## src/rtl/core/philox_counter_prng_unit_macros.svh

```systemverilog
// Assertion macros for the Philox counter generator.
// Included by the top level; no other dependencies.
`ifndef PHILOX_COUNTER_PRNG_UNIT_MACROS_SVH
`define PHILOX_COUNTER_PRNG_UNIT_MACROS_SVH
`ifndef SYNTHESIS
// Same-cycle implication, disabled while reset is asserted
`define PCP_ASSERT_IMPL(name, clk, rst_n, ante, cons, msg) \
    name: assert property (@(posedge clk) disable iff (!rst_n) (ante) |-> (cons)) \
        else $error(msg);
// Next-cycle implication, disabled while reset is asserted
`define PCP_ASSERT_NEXT(name, clk, rst_n, ante, cons, msg) \
    name: assert property (@(posedge clk) disable iff (!rst_n) (ante) |=> (cons)) \
        else $error(msg);
`else
`define PCP_ASSERT_IMPL(name, clk, rst_n, ante, cons, msg)
`define PCP_ASSERT_NEXT(name, clk, rst_n, ante, cons, msg)
`endif
`endif

```

## src/rtl/core/pcp_pkg.sv

```systemverilog
// Shared constants and types for the Philox counter generator.
// No dependencies; used by the round cell and the top level.
package pcp_pkg;

    localparam int unsigned PCP_ROUND_COUNT = 10;
    localparam int unsigned PCP_WORD_W      = 32;

    // Round multipliers and Weyl key increments
    localparam logic [PCP_WORD_W-1:0] PCP_MUL_A  = 32'hD251_1F53;
    localparam logic [PCP_WORD_W-1:0] PCP_MUL_B  = 32'hCD9E_8D57;
    localparam logic [PCP_WORD_W-1:0] PCP_WEYL_A = 32'hBB67_AE85;
    localparam logic [PCP_WORD_W-1:0] PCP_WEYL_B = 32'h9E37_79B9;

    // Configuration register indexes
    localparam int unsigned PCP_CFG_IDX_W = 1;
    localparam logic [PCP_CFG_IDX_W-1:0] PCP_REG_KEY_LOW  = 1'b0;
    localparam logic [PCP_CFG_IDX_W-1:0] PCP_REG_KEY_HIGH = 1'b1;

    // One transaction in flight: counter words plus its round keys
    typedef struct packed {
        logic [PCP_WORD_W-1:0] r0;
        logic [PCP_WORD_W-1:0] l0;
        logic [PCP_WORD_W-1:0] r1;
        logic [PCP_WORD_W-1:0] l1;
        logic [PCP_WORD_W-1:0] ka;
        logic [PCP_WORD_W-1:0] kb;
    } t_pcp_lane;

endpackage

```

## src/rtl/core/pcp_round_cell.sv

```systemverilog
// One Philox round as a registered cell of the round chain.
// Depends on pcp_pkg for the lane type and round constants.
module pcp_round_cell
    import pcp_pkg::*;
(
    input  logic      i_clk,
    input  logic      i_rst_n,
    input  logic      i_valid,
    input  t_pcp_lane i_data,
    input  logic      i_ready,
    output logic      o_valid,
    output t_pcp_lane o_data,
    output logic      o_ready
);

    logic                    r_valid;
    t_pcp_lane               r_data;
    t_pcp_lane               n_data;
    logic                    w_ready;
    logic [2*PCP_WORD_W-1:0] w_p;
    logic [2*PCP_WORD_W-1:0] w_q;

    // Take a new transaction when empty or when the held one moves on
    assign w_ready = !r_valid || i_ready;
    assign o_ready = w_ready;

    // Form both full products of the round
    assign w_p = {{PCP_WORD_W{1'b0}}, i_data.r0} * {{PCP_WORD_W{1'b0}}, PCP_MUL_B};
    assign w_q = {{PCP_WORD_W{1'b0}}, i_data.r1} * {{PCP_WORD_W{1'b0}}, PCP_MUL_A};

    // Mix high halves with keys and the other half words, advance the keys
    always_comb begin
        n_data.r0 = w_q[2*PCP_WORD_W-1:PCP_WORD_W] ^ i_data.kb ^ i_data.l1;
        n_data.l0 = w_p[PCP_WORD_W-1:0];
        n_data.r1 = w_p[2*PCP_WORD_W-1:PCP_WORD_W] ^ i_data.ka ^ i_data.l0;
        n_data.l1 = w_q[PCP_WORD_W-1:0];
        n_data.ka = i_data.ka + PCP_WEYL_A;
        n_data.kb = i_data.kb + PCP_WEYL_B;
    end

    // Hold the valid flag
    always_ff @(posedge i_clk) begin
        if (!i_rst_n) begin
            r_valid <= 1'b0;
        end else if (w_ready) begin
            r_valid <= i_valid;
        end
    end

    // Capture the round result
    always_ff @(posedge i_clk) begin
        if (w_ready && i_valid) begin
            r_data <= n_data;
        end
    end

    assign o_valid = r_valid;
    assign o_data  = r_data;

endmodule

```

## config.mk

```make
export PLATFORM = sky130hd
export DESIGN_NAME = pcp_round_cell
export DESIGN_NICKNAME = d
export VERILOG_FILES = /design/src/rtl/core/philox_counter_prng_unit_macros.svh /design/src/rtl/core/pcp_pkg.sv /design/src/rtl/core/pcp_round_cell.sv
export SDC_FILE = /design/constraint.sdc
export NUM_CORES = 2
export LEC_CHECK = 0
export BUFFER_PORTS_ARGS = -buffer_cell sky130_fd_sc_hd__buf_2
export CORE_ASPECT_RATIO = 0.9
export CORE_UTILIZATION = 50
export CTS_BUF_LIST = sky130_fd_sc_hd__clkbuf_16
export DETAILED_ROUTE_END_ITERATION = 6
export GPL_ROUTABILITY_DRIVEN = 0
export PLACE_DENSITY = 0.69
export SETUP_SLACK_MARGIN = 0.3
export SLEW_MARGIN = 20
export SYNTH_ARGS = -nofsm -noshare
export SYNTH_HDL_FRONTEND = slang
export SYNTH_SLANG_ARGS = --single-unit
```

## constraint.sdc

```tcl
create_clock -name i_clk -period 15.7 [get_ports i_clk]
set_input_delay 0.785 -clock i_clk [delete_from_list [all_inputs] [get_ports i_clk]]
set_output_delay 0.785 -clock i_clk [all_outputs]
set_load 0.01 [all_outputs]
```

==> flow_metrics.py <==
metrics = {
    "setup_path": {
        "critPathLaunchType": "input port",
        "crit_fanout": 13,
        "critical_path_arrival_ps": 8260,
        "path_cells": "buf_2 -> ha_1 -> fa_1 -> fa_1 -> inv_1 -> fa_1 -> inv_1 -> fa_1 -> fa_1 -> fa_1 -> inv_1 -> fa_1 -> inv_1 -> ha_1 -> a21oi_1 -> o21a_1 -> o21ai_0 -> a31oi_1 -> nand3_1 -> a31oi_1 -> nor2_1 -> a21oi_1 -> o31ai_1 -> a311o_1",
        "crit_type": "input port to flop",
        "crit_buf_inv": 5,
        "max_stage_delay_ps": 620,
        "end_kind": "flop",
        "critical_path.top_delay_family": "adder cells",
        "worstPathRequired_ps": 15980,
        "crit_top_cell": "fa_1",
        "critPathSlowestCell": "a21oi_1",
    },
    "grt": {
        "grt_overflow": 0,
        "grt_max_degree": 75,
        "grt_pass1_vias": 33000,
        "grt_pass1_wl_mm": 186,
        "antenna_found_initial": 8,
        "track_usage_pct": 26.0,
    },
    "clocking": {
        "clk_latency_ps": 530,
        "path_clk_slew_ps": 100,
        "cts_htree_levels": 4,
        "post-cts-setup-buffers": 0,
        "clockBufferDepth": 2,
        "cts_resized": 0,
        "cts_tree": "built",
        "hold_buffers": 0,
        "cts_buffers": 17,
        "clock_sinks": 193,
        "cts-root-buf": "clkbuf_16",
    },
    "finish": {
        "area.growth.synth_to_final_pct": 8.53,
        "fillers": 8092,
        "drive_gt1_share_pct": 9.81,
        "fin_cells": 5997,
        "nets": 6648,
        "final_area_um2": 50200,
    },
    "logic_synthesis": {
        "async_flop_share_pct": 0,
        "synth_cell_types": 78,
        "synthTopCellsByCount": "inv_1, ha_1, fa_1, xnor2_1, edfxtp_1",
        "yosysTopAreaCell": "fa_1",
        "synth_flop_cell": "edfxtp_1",
        "syn-cell-area_um2": 46300,
        "synth_area_leaders": "fa_1, ha_1, edfxtp_1",
        "synth_edf_count": 192,
        "ys_seq_area_share_pct": 12.5,
        "ys_seq_elements": 193,
        "synth_top_area_share_pct": 36.4,
        "synth_cells": 4384,
        "ys_warn_count": 0,
        "post-synth-top-count-cell": "inv_1",
        "synth_area_per_cell_um2": 10.6,
        "synth_fp_nets": 6283,
    },
    "min_path": {
        "hp-class": "input port to flop",
    },
    "place": {
        "port_buffers": 389,
        "dpl.cell_count": 5960,
        "dpl_cell_area_um2": 49600,
        "hpwl_mm": 104,
    },
    "floorplanning": {
        "core.rowCount": 105,
        "die-area_um2": 93700,
        "die_x_um": 323,
        "core-area_um2": 91400,
        "start_util_pct": 50.6,
        "ios": 390,
        "fp.dieH_um": 291,
    },
    "route": {
        "num_vias": 31600,
        "wire_per_inst_um": 19.6,
        "routed_wl_mm": 118,
        "first_pass_iters": 6,
        "drc": 0,
        "drt_iter0_drc": 2067,
        "viasPerCell": 5.26,
        "ant_nets": 0,
    },
    "sta": {
        "fin_crit_ps": 7990,
        "rsz0062_at_grt": "false",
        "relSlewSlack_pct": 32.7,
        "finalCritPeriodShare_pct": 50.9,
        "skew_ps": 25.2,
        "report.final.setup_viol": 0,
        "fmax_ghz": 0.125,
        "worst_pin_slew_ps": 1010,
        "timing.setup.tns_ps": 0,
        "drv_slew": 0,
        "hold_viol": 0,
    },
    "flow_run": {
        "maxCapViolCount": 0,
    },
    "status": {
        "status": "finished clean",
    },
}
kinds of logic after synthesis:
kind of cell,count (synthesis),synth area share (%)
adder cells (fa/ha/maj),1703,59.7
buffers and inverters,1301,10.6
AO/OA/AOI/OAI,468,6.80
AND/OR/NAND/NOR,381,3.98
XOR/XNOR,338,6.40
flip-flops,193,12.5
worst reg2reg max path, cell delays in order (launching register included):
cell      delay [ps]
dfxtp_1          320
nand2b_1         120
and2_4           780
buf_4            900
flip-flops by register name, indices dropped and copies added (netlist names):
name and cells:
o_valid 1, o_data 192
cell type report:
class | count | area, um2 | area share, %
sequential | 193 | 5790 | 11.5
multi-input combinational | 2890 | 35600 | 70.9
antenna | 5 | 12.5 | 0.0249
clock inverter | 15 | 179 | 0.356
clock buffer | 17 | 425 | 0.847
inverter | 1256 | 4710 | 9.39
timing repair buffer | 391 | 1960 | 3.91
tap | 1230 | 1540 | 3.07
layer usage:
| metal | share of wire [%] | GRT usage, % |
|---|---|---|
| met5 | 0.022 | 0 |
| met1 | 45 | 37.7 |
| met3 | 7.3 | 5.12 |
| met4 | 2.3 | 6.46 |
| met2 | 46 | 40.0 |
worst paths after layout:
kind                             start  slack (ps)                    end  depth (start not counted)
setup / recovery           i_data[179]        7710  o_data[126]$_DFFE_PP_                         24
hold / removal                 i_rst_n         520   o_valid$_SDFFE_PN0N_                          2
setup reg to reg  o_valid$_SDFFE_PN0N_       13090  o_data[146]$_DFFE_PP_                          3
hold reg to reg   o_valid$_SDFFE_PN0N_         580   o_valid$_SDFFE_PN0N_                          2
layout by cell type (no fill, tap or decap), types with 10 or more instances in the layout:
cell and instances:
o21ai_1 21, o21ai_0 66, nand2_1 128, nand4_1 38, a211oi_1 10, clkbuf_16 17, inv_1 1256, a21o_1 66
nor3_1 23, nor4_1 11, o21bai_1 30, nor2b_1 10, o21a_1 14, and3_1 12, nand3_1 24, and2_1 13
buf_2 389, o211ai_1 11, xor2_1 110, xnor2_1 228, nand2b_1 17, edfxtp_1 192, fa_1 842, nor2_1 82
ha_1 861, a31oi_1 17, a21oi_1 152
per-stage QoR:
step                      setup WS (ps)  hold WS [ps]  util [%]
after floorplan                    8390           610         -
after global placement             7440           556      54.2
after detailed placement           7180           557      54.2
after CTS                          7740           488      54.9
after global routing               7340           512      54.9
final                              7710           521      54.9
Power is left out: the tool's default activity adds up to more than one toggle a clock period on the data nets, which glitch-free logic cannot reach.
